### src/rtl/core/qtm_pkg.sv
// Package for the quaternion TRS model-matrix block.
// Types and constants shared by front end, queue, back end and top level.
package qtm_pkg;
   localparam int unsigned QueueDepth = 2;
   localparam int unsigned R14W = 20;

   typedef struct packed {
      logic signed [31:0] pos_x;
      logic signed [31:0] pos_y;
      logic signed [31:0] pos_z;
      logic signed [R14W-1:0] r00, r01, r02, r10, r11, r12, r20, r21, r22;
      logic signed [15:0] scale_x;
      logic signed [15:0] scale_y;
      logic signed [15:0] scale_z;
   } job_type;

   typedef struct packed {
      logic push;
      logic full;
   } qctl_type;

   // round half up by 14 bits: floor((v + 2^13) / 2^14)
   function automatic logic signed [R14W-1:0] rnd14(input logic signed [33:0] v);
      logic signed [33:0] t;
      t = v + 34'sd8192;
      return t[33:14];
   endfunction

   function automatic logic signed [15:0] sat_dir(input logic signed [R14W-1:0] v);
      if (v > 20'sd16384) return 16'sd16384;
      if (v < -20'sd16384) return -16'sd16384;
      return v[15:0];
   endfunction

   function automatic logic signed [31:0] sat32(input logic signed [55:0] v);
      if (v > 56'sh7FFFFFFF) return 32'h7FFFFFFF;
      if (v < -56'sh80000000) return 32'h80000000;
      return v[31:0];
   endfunction
endpackage

### src/rtl/core/qtm_queue.sv
// Short job queue between front and back end.
// Depends on qtm_pkg.
module qtm_queue import qtm_pkg::*; (
   input  logic clock,
   input  logic reset,
   input  logic push,
   input  job_type din,
   input  logic pop,
   output logic not_empty,
   output qctl_type ctl,
   output job_type dout
);
   localparam int unsigned AW = $clog2(QueueDepth);
   job_type mem_ff [QueueDepth];
   logic [AW-1:0] wp_ff, rp_ff;
   logic [AW:0] cnt_ff;

   always_ff @(posedge clock) begin
      if (reset) begin
         wp_ff <= '0; rp_ff <= '0; cnt_ff <= '0;
      end else begin
         if (push) wp_ff <= wp_ff + 1'b1;
         if (pop) rp_ff <= rp_ff + 1'b1;
         cnt_ff <= cnt_ff + (AW+1)'(push) - (AW+1)'(pop);
      end
      if (push) mem_ff[wp_ff] <= din;
   end
   assign dout = mem_ff[rp_ff];
   assign not_empty = cnt_ff != '0;
   assign ctl.push = push;
   assign ctl.full = cnt_ff == (AW+1)'(QueueDepth);
endmodule

### config.mk
export PLATFORM = sky130hd
export DESIGN_NAME = qtm_queue
export DESIGN_NICKNAME = d
export VERILOG_FILES = /design/src/rtl/core/qtm_pkg.sv /design/src/rtl/core/qtm_queue.sv
export SDC_FILE = /design/constraint.sdc
export NUM_CORES = 1
export LEC_CHECK = 0
export BUFFER_PORTS_ARGS = -buffer_cell sky130_fd_sc_hd__clkbuf_2
export CORE_UTILIZATION = 30
export DETAILED_ROUTE_END_ITERATION = 10
export HOLD_SLACK_MARGIN = 0.1
export PLACE_DENSITY_LB_ADDON = 0.25
export SYNTH_ARGS = -nofsm -noshare
export SYNTH_HDL_FRONTEND = slang
export SYNTH_SLANG_ARGS = --single-unit
### constraint.sdc
create_clock -name clock -period 18 [get_ports clock]
set_clock_uncertainty 0.2 [all_clocks]
set_input_delay 1.8 -clock clock [delete_from_list [all_inputs] [get_ports clock]]
set_output_delay 1.8 -clock clock [all_outputs]
set_load 0.02 [all_outputs]
-- Word-level counts from Yosys, hierarchy flattened
Memories as Yosys holds them, arrays and structs flattened. A register that Yosys moved wholly into a read port is not among the register bits.
Cells that the tools add are included.
- eq/ne operators: 1
- mux-type cells: 4
- add/subtract/negate cells: 4
- reduce and logical (&&, ||, !) cells: 1
- operators with widths (cell ; number):
    $mux 1 ; 4
    $add 1x1->1 const B ; 2
    $add 2x1->2 ; 1
    $eq 2x2->1 const B ; 1
    $reduce_bool 2->1 ; 1
    $sub 2x1->2 ; 1
- memories kept: 1
- bits in writable memories: 648
- output and inout port bits: 327
- flip-flop bits (word level): 4
- logic and storage cells: 14
- memory list (memory ; words ; width ; rd ports ; clocked after memory_dff ; write ports ; RTL line ; source):
    mem_ff ; 2 ; 324 ; 1 ; 1 ; 1 ; qtm_queue.sv:14 ; job_type mem_ff [QueueDepth];

-- Logic depth before layout (Yosys ltp)
Gate-level depths: netlist of run 1.
- depth in word-level cells: 3
- depth in mapped cells: 6
- depth with buffers taken out: 6

-- Worst setup path before layout of run 1
OpenSTA, ideal clock, no wires.
- kind: input-to-reg
- from: input push
- to: memory mem_ff[0][0] in the netlist's numbering (enable)
- arrival time: 15720 ps
- stages: 1
- path buffers: 0
- path slack: 1025 ps
- data required time: 16745 ps
- library setup time: 1055 ps
- cell sequence: nor2b_1
- cells in the longest elaborated chain, start to end: 2
- RTL lines (item ; RTL line ; source):
    start, declared ; qtm_queue.sv:6 ; input logic push,
    $mux 1 ; qtm_queue.sv:26 ; if (push) mem_ff[wp_ff] <= din;
    $mux 1 (not written as such) ; qtm_queue.sv:26 ;
    end, declared ; qtm_queue.sv:14 ;
No other way between the ends.

==> summary.txt, run 1 <==
Place
  – Pre-CTS WS: 12850 ps
  – Inst Count DP: 2696
  – HPWL after DPL: 37.5 mm
  – RePlAce Congestion: 0.825
  – Port Buffers: 654

Worst setup path
  – Slowest stage delay, CP: 810 ps
  – Maximum fanout along the worst path: 65
  – Crit-path cells: buf_4 -> buf_4 -> mux2_2 -> clkbuf_2
  – Worst path required time: 16000 ps
  – CP Class: register to output port
  – Arrival @ worst endpoint: 3720 ps
  – Most common cell on crit path: buf_4
  – Highest-delay cell along the critical path: dfxtp_4
  – Startpoint Class: register
  – Critical Path End Type: output port

GRT
  – Initial antenna violation count: 1
  – GRT overflow: 0
  – Global-route wire length before repair: 82.1 mm
  – Vias in the first global route: 13300
  – Largest net degree at the start of global routing: 149
  – GR Util All Layers: 13.4%

Clock tree
  – Clk pin slew, worst setup/hold paths: 60 ps
  – Post-CTS Setup Inserts: 0
  – H-tree levels: 3
  – Total CTS buffers: 71
  – CTS sink count: 653
  – Root Buffer: clkbuf_16
  – CTS resizes: 0
  – Post-CTS Hold Fix Bufs: 0
  – CTS tree: built
  – Worst skew pair latency: 590 ps
  – Maximum root-to-sink buffer count: 3

Timing
  – Tcrit/Tclk final: 31.8%
  – Worst slew pin tran: 1240 ps
  – Final Worst Setup Slack: 12280 ps
  – FMAX: 175 MHz
  – Final setup TNS: 0 ps
  – Unrepaired setup endpoints after global routing: no
  – Max Slew Vio Count: 0
  – Final hold viol count: 0
  – Fin crit period: 5720 ps
  – Final setup vio count: 0
  – Hold Slack: 320 ps
  – Worst slew margin: 17.2%

Synthesis
  – Post-synth EDFFs: 648
  – Largest family of logic cells by synthesized area: multiplexers
  – Area leader, netlist: edfxtp_1
  – Seq/Total Area, Yosys: 82.5%
  – Synth cell count leaders: edfxtp_1, mux2_2, buf_6
  – Synth Net Count: 1360
  – Syn avg cell area: 23.0 µm²
  – Cells after Synth: 1030
  – #FFs+latches synth: 653
  – Post-Syn Area: 0.0237 mm²
  – Synth Area in XOR/XNOR: 0.169%
  – Share of flip-flops with an asynchronous set or reset: 0%
  – Ys Warns: 0
  – Post-synth top area share: 82.1%
  – Synth area leaders: edfxtp_1, mux2_2, buf_6
  – Complex-gate fraction of the synthesized area: 0%
  – Multiplexer share of the synthesized area: 15.4%
  – Top_reg_cell synth: edfxtp_1
  – Post-synthesis adder-cell area fraction: 0.106%
  – Post-synth cell types: 14
  – Most common cell in the netlist: edfxtp_1
  – Synth Area in Simple Gates: 0.195%

Floorplan
  – Cell Rows: 102
  – Die height: 283 µm
  – Initial core utilization: 30.4%
  – Die ar.: 0.0801 mm²
  – I/O pin total: 655
  – Horiz. Die Dim: 283 µm
  – Core ar.: 0.0778 mm²

Final layout
  – Fillers: 7298
  – Share of cells above drive strength 1: 60.7%
  – Antenna Diode Count: 0
  – Layout area overhead: 27.1%
  – Final net count: 2059
  – Final Non-Filler Cells: 2819

Drt
  – Vias: 12100
  – DR DRC count: 0
  – Via density: 4.30
  – First-pass DRT Iterations: 4
  – Antenna viol nets, final: 0
  – Drt wl/cell: 19.5 µm
  – DRT iter0 DRCs: 733
  – Total Wirelength: 55.0 mm

Flow run
  – Maxcap violations: 0

Power and ir drop
  – Lkg Pwr: 11.2 nW
  – Pwr dens: 118 mW/mm²
  – Total power: 3.56 mW
  – Worst IR drop on VDD: 0.0710 mV

Status
  – Status: finished, final reports clean

Hold path
  – Hold Crit Class: register to register
worst max-delay path: cells and delay by family, from the launching register on:
family	cells	cell delay, ps
buf+inv	3	1690
flops	1	810
mux	1	420
where the power goes:
group | switching (mW) | internal, mW
logic | 0.267 | 0.164
registers | 0.0244 | 1.78
clock network | 0.560 | 0.762
stage by stage:
stage / instance area (µm²) / util (%)
6_report: 30100 / 38.7
5_1_grt: 30100 / 38.7
4_1_cts: 30100 / 38.7
3_5_place_dp: 28000 / 36.0
3_3_place_gp: 28000 / 36.0
2_1_floorplan: 23700 / -
logic make-up after synthesis:
group / Yosys count
muxes: 324
adders and majority gates: 2
buffers and inverters: 39
DFF: 653
and+or+nand+nor: 9
xor gates and xnor gates: 3
path summary, 6_finish.rpt:
check | start | endpoint | slack, ps | cells after the start
setup reg to reg | wp_ff | mem_ff[0][166] | 15280 | 3
hold reg to reg | rp_ff | rp_ff | 320 | 2
hold / removal | rp_ff | rp_ff | 320 | 2
setup / recovery | register | dout[277] | 12280 | 4
layer usage:
metal / vias up / wire length, µm / track usage, %
met5: - / 17 / 0
met4: 2 / 1470 / 4.80
met3: 96 / 4860 / 5.11
met2: 478 / 28800 / 24.1
met1: 6006 / 19900 / 14.3
li1: 5535 / - / -
sequential cells by signal (all words and copies together), names as in the netlist, named ones only:
| register | cells |
|---|---|
| mem_ff | 648 |
| cnt_ff | 2 |
| rp_ff | 1 |
| wp_ff | 1 |
final cells by class:
cell class	instances	area (µm²)	area share (%)
well taps	1040	1300	4.32
clock buffers	92	1880	6.23
clock inverters	31	210	0.698
flip-flops and latches	653	19600	65.0
inverters	2	7.51	0.0249
multi-input cells	338	3770	12.5
repair buffers	663	3390	11.3
placed cells by master (no fill, tap or decap), drive strengths merged, types with 2 or more instances in the layout:
master,n
clkbuf,746
edfxtp,648
mux2,324
clkinv,26
buf,9
dfxtp,5
inv,5
nor2,4
nor2b,3
xnor2,2
ha,2
bufinv,2
No activity file was read; power rests on OpenSTA's default activity.
==> run 2: changes to the inputs <==
==> constraint.sdc (replaced) <==
create_clock -name clock -period 4.7 [get_ports clock]
set_clock_uncertainty 0.2 [all_clocks]
set_input_delay 0.47 -clock clock [delete_from_list [all_inputs] [get_ports clock]]
set_output_delay 0.47 -clock clock [all_outputs]
set_load 0.02 [all_outputs]
==> run 2 against run 1 <==
Net effect: sequential cell count stayed put; count of clock-buffer cells in the layout is 2 higher; cell area is 12% higher; sequential share of layout area is 7.1 points lower; utilization is 4.8 points higher; first-iteration DRC count is 35% lower; combinational power grew to 4.5 times the previous value.
==> summary.txt, run 2 (synthesized netlist as in run 1, its figures left out) <==
Status
  – Status: finished, final reports clean

Drt
  – Drt wl/cell: 18.2 µm (-6.7%)
  – First-pass DRT Iterations: 4 (unchanged)
  – DRT iter0 DRCs: 473 (-35%)
  – Via density: 4.22 (-1.8%)
  – Antenna viol nets, final: 0 (unchanged)
  – DR DRC count: 0 (unchanged)
  – Total Wirelength: 57.7 mm (+5.0%)
  – Vias: 13400 (+10%)

Final layout
  – Biggest regs: mem_ff: 648 flops, cnt_ff: 2 flops
  – Share of cells above drive strength 1: 52.0% (-8.8 points)
  – Util after Layout: 43.5% (+4.8 points)
  – Final net count: 2401 (+17%)
  – Layout area overhead: 42.7%
  – Most common cell after layout, fill and taps aside: clkbuf_2
  – Max reg flops: 648 (unchanged)
  – Biggest register: mem_ff
  – Final Non-Filler Cells: 3172 (+13%)
  – Most frequent cells in the layout: clkbuf_2, edfxtp_1, dlygate4sd3_1

Timing
  – Tcrit/Tclk final: 64.4%
  – Worst slew margin: 37.8% (+21 points)
  – Worst slew pin tran: 933 ps (-309 ps)
  – Hold Slack: 361 ps (+40.8 ps)
  – Fin crit period: 3030 ps
  – Unrepaired setup endpoints after global routing: no
  – Final setup vio count: 0 (unchanged)
  – FMAX: 331 MHz
  – Max Slew Vio Count: 0 (unchanged)
  – Final hold viol count: 0 (unchanged)
  – Final Worst Setup Slack: 1670 ps (-10610 ps)

Worst setup path
  – Worst path required time: 4030 ps (-11970 ps)
  – CP Class: register to output port
  – Maximum fanout along the worst path: 124 (+91%)
  – Arrival @ worst endpoint: 2360 ps (-1360 ps)
  – Critical Path End Type: output port
  – Startpoint Class: register

GRT
  – Global-route wire length before repair: 86.7 mm (+5.6%)
  – Initial antenna violation count: 7 (+6)
  – Largest net degree at the start of global routing: 125 (-16%)
  – Vias in the first global route: 14700 (+10%)
  – GR Util All Layers: 14.1% (+0.63 points)
  – GRT overflow: 0 (unchanged)

Power and ir drop
  – Total power: 14.4 mW (+300%)
  – Pwr dens: 424 mW/mm² (+260%)
  – Worst IR drop on VDD: 0.257 mV (+260%)
  – Lkg Pwr: 12.8 nW (+14%)

Clock tree
  – CTS sink count: 653 (unchanged)
  – Maximum root-to-sink buffer count: 3 (unchanged)
  – Post-CTS Hold Fix Bufs: 328 (+328)
  – H-tree levels: 3 (unchanged)
  – Total CTS buffers: 72 (+1.4%)
  – CTS tree: built
  – Clk pin slew, worst setup/hold paths: 60 ps (about the same)
  – Root Buffer: clkbuf_16
  – CTS resizes: 0 (unchanged)
  – Post-CTS Setup Inserts: 0 (unchanged)
  – Worst skew pair latency: 610 ps (+20 ps)

Floorplan
  – Die height: 283 µm (unchanged)
  – Horiz. Die Dim: 283 µm (unchanged)
  – Core ar.: 0.0778 mm² (unchanged)
  – Initial core utilization: 30.4% (unchanged)
  – I/O pin total: 655 (unchanged)
  – Die ar.: 0.0801 mm² (unchanged)
  – Cell Rows: 102 (unchanged)

Hold path
  – Hold Crit Class: register to register

Place
  – HPWL after DPL: 39.6 mm (+5.5%)
  – Inst Count DP: 2709 (+0.48%)
  – Port Buffers: 654 (unchanged)
  – Pre-CTS WS: 2170 ps (-10680 ps)
  – RePlAce Congestion: 0.814 (-1.4%)

Flow run
  – Maxcap violations: 0 (unchanged)
-- run 2: changes by cell type in the layout (fill, tap and decap cells not counted), moves of 5 or more --
cell,previous run,this run
bufinv_16,2,7
clkinv_1,14,9
diode_2,0,5
dlygate4sd3_1,0,328
buf_12,4,10
buf_4,5,12
-- run 2: area by class of cell --
| class | instances | area (µm²) |
|---|---|---|
| fillers | 6914 | 44000 |
| flip-flops and latches | 653 | 19600 |
| repair buffers | 1004 | 6850 |
| multi-input cells | 338 | 3770 |
| clock buffers | 94 | 1930 |
| well taps | 1040 | 1300 |
| clock inverters | 36 | 403 |
| diodes | 5 | 12.5 |
| inverters | 2 | 7.51 |
-- run 2: metrics by stage --
stage                     area, µm²  setup TNS [ps]
after floorplan               23700         -532470
after CTS                     33800               0
after global routing          33800               0
final                         33800               0
after global placement        28200               0
after detailed placement      28200               0
-- run 2: report_power, final --
group	leakage [nW]	switching [mW]	internal [mW]
sequential	6.12	0.0812	6.81
clock	1.14	2.24	3.30
combinational	5.51	1.10	0.827
total	12.8	3.42	10.9
-- run 2: final timing paths --
check	slack, ps	startpoint	cells past startpoint	to
worst max-delay path	1670	register	3	dout[267]
worst min-delay path	360	rp_ff	2	register
worst max register to register	2390	wp_ff	2	mem_ff[1][302]
worst min register to register	360	rp_ff	2	register
-- run 2: worst max-delay path, cell delays in order, from the launching register on --
cell	delay, ps
dfxtp_4	400
buf_12	410
mux2_2	460
clkbuf_2	170
-- run 2: layer usage --
metal	global-route usage [%]	vias up	share of wire, %
met5	0	-	0.066
met3	4.75	121	7.4
met1	15.3	6557	37
met2	25.1	477	52
met4	5.51	6	3.2
li1	-	6228	-
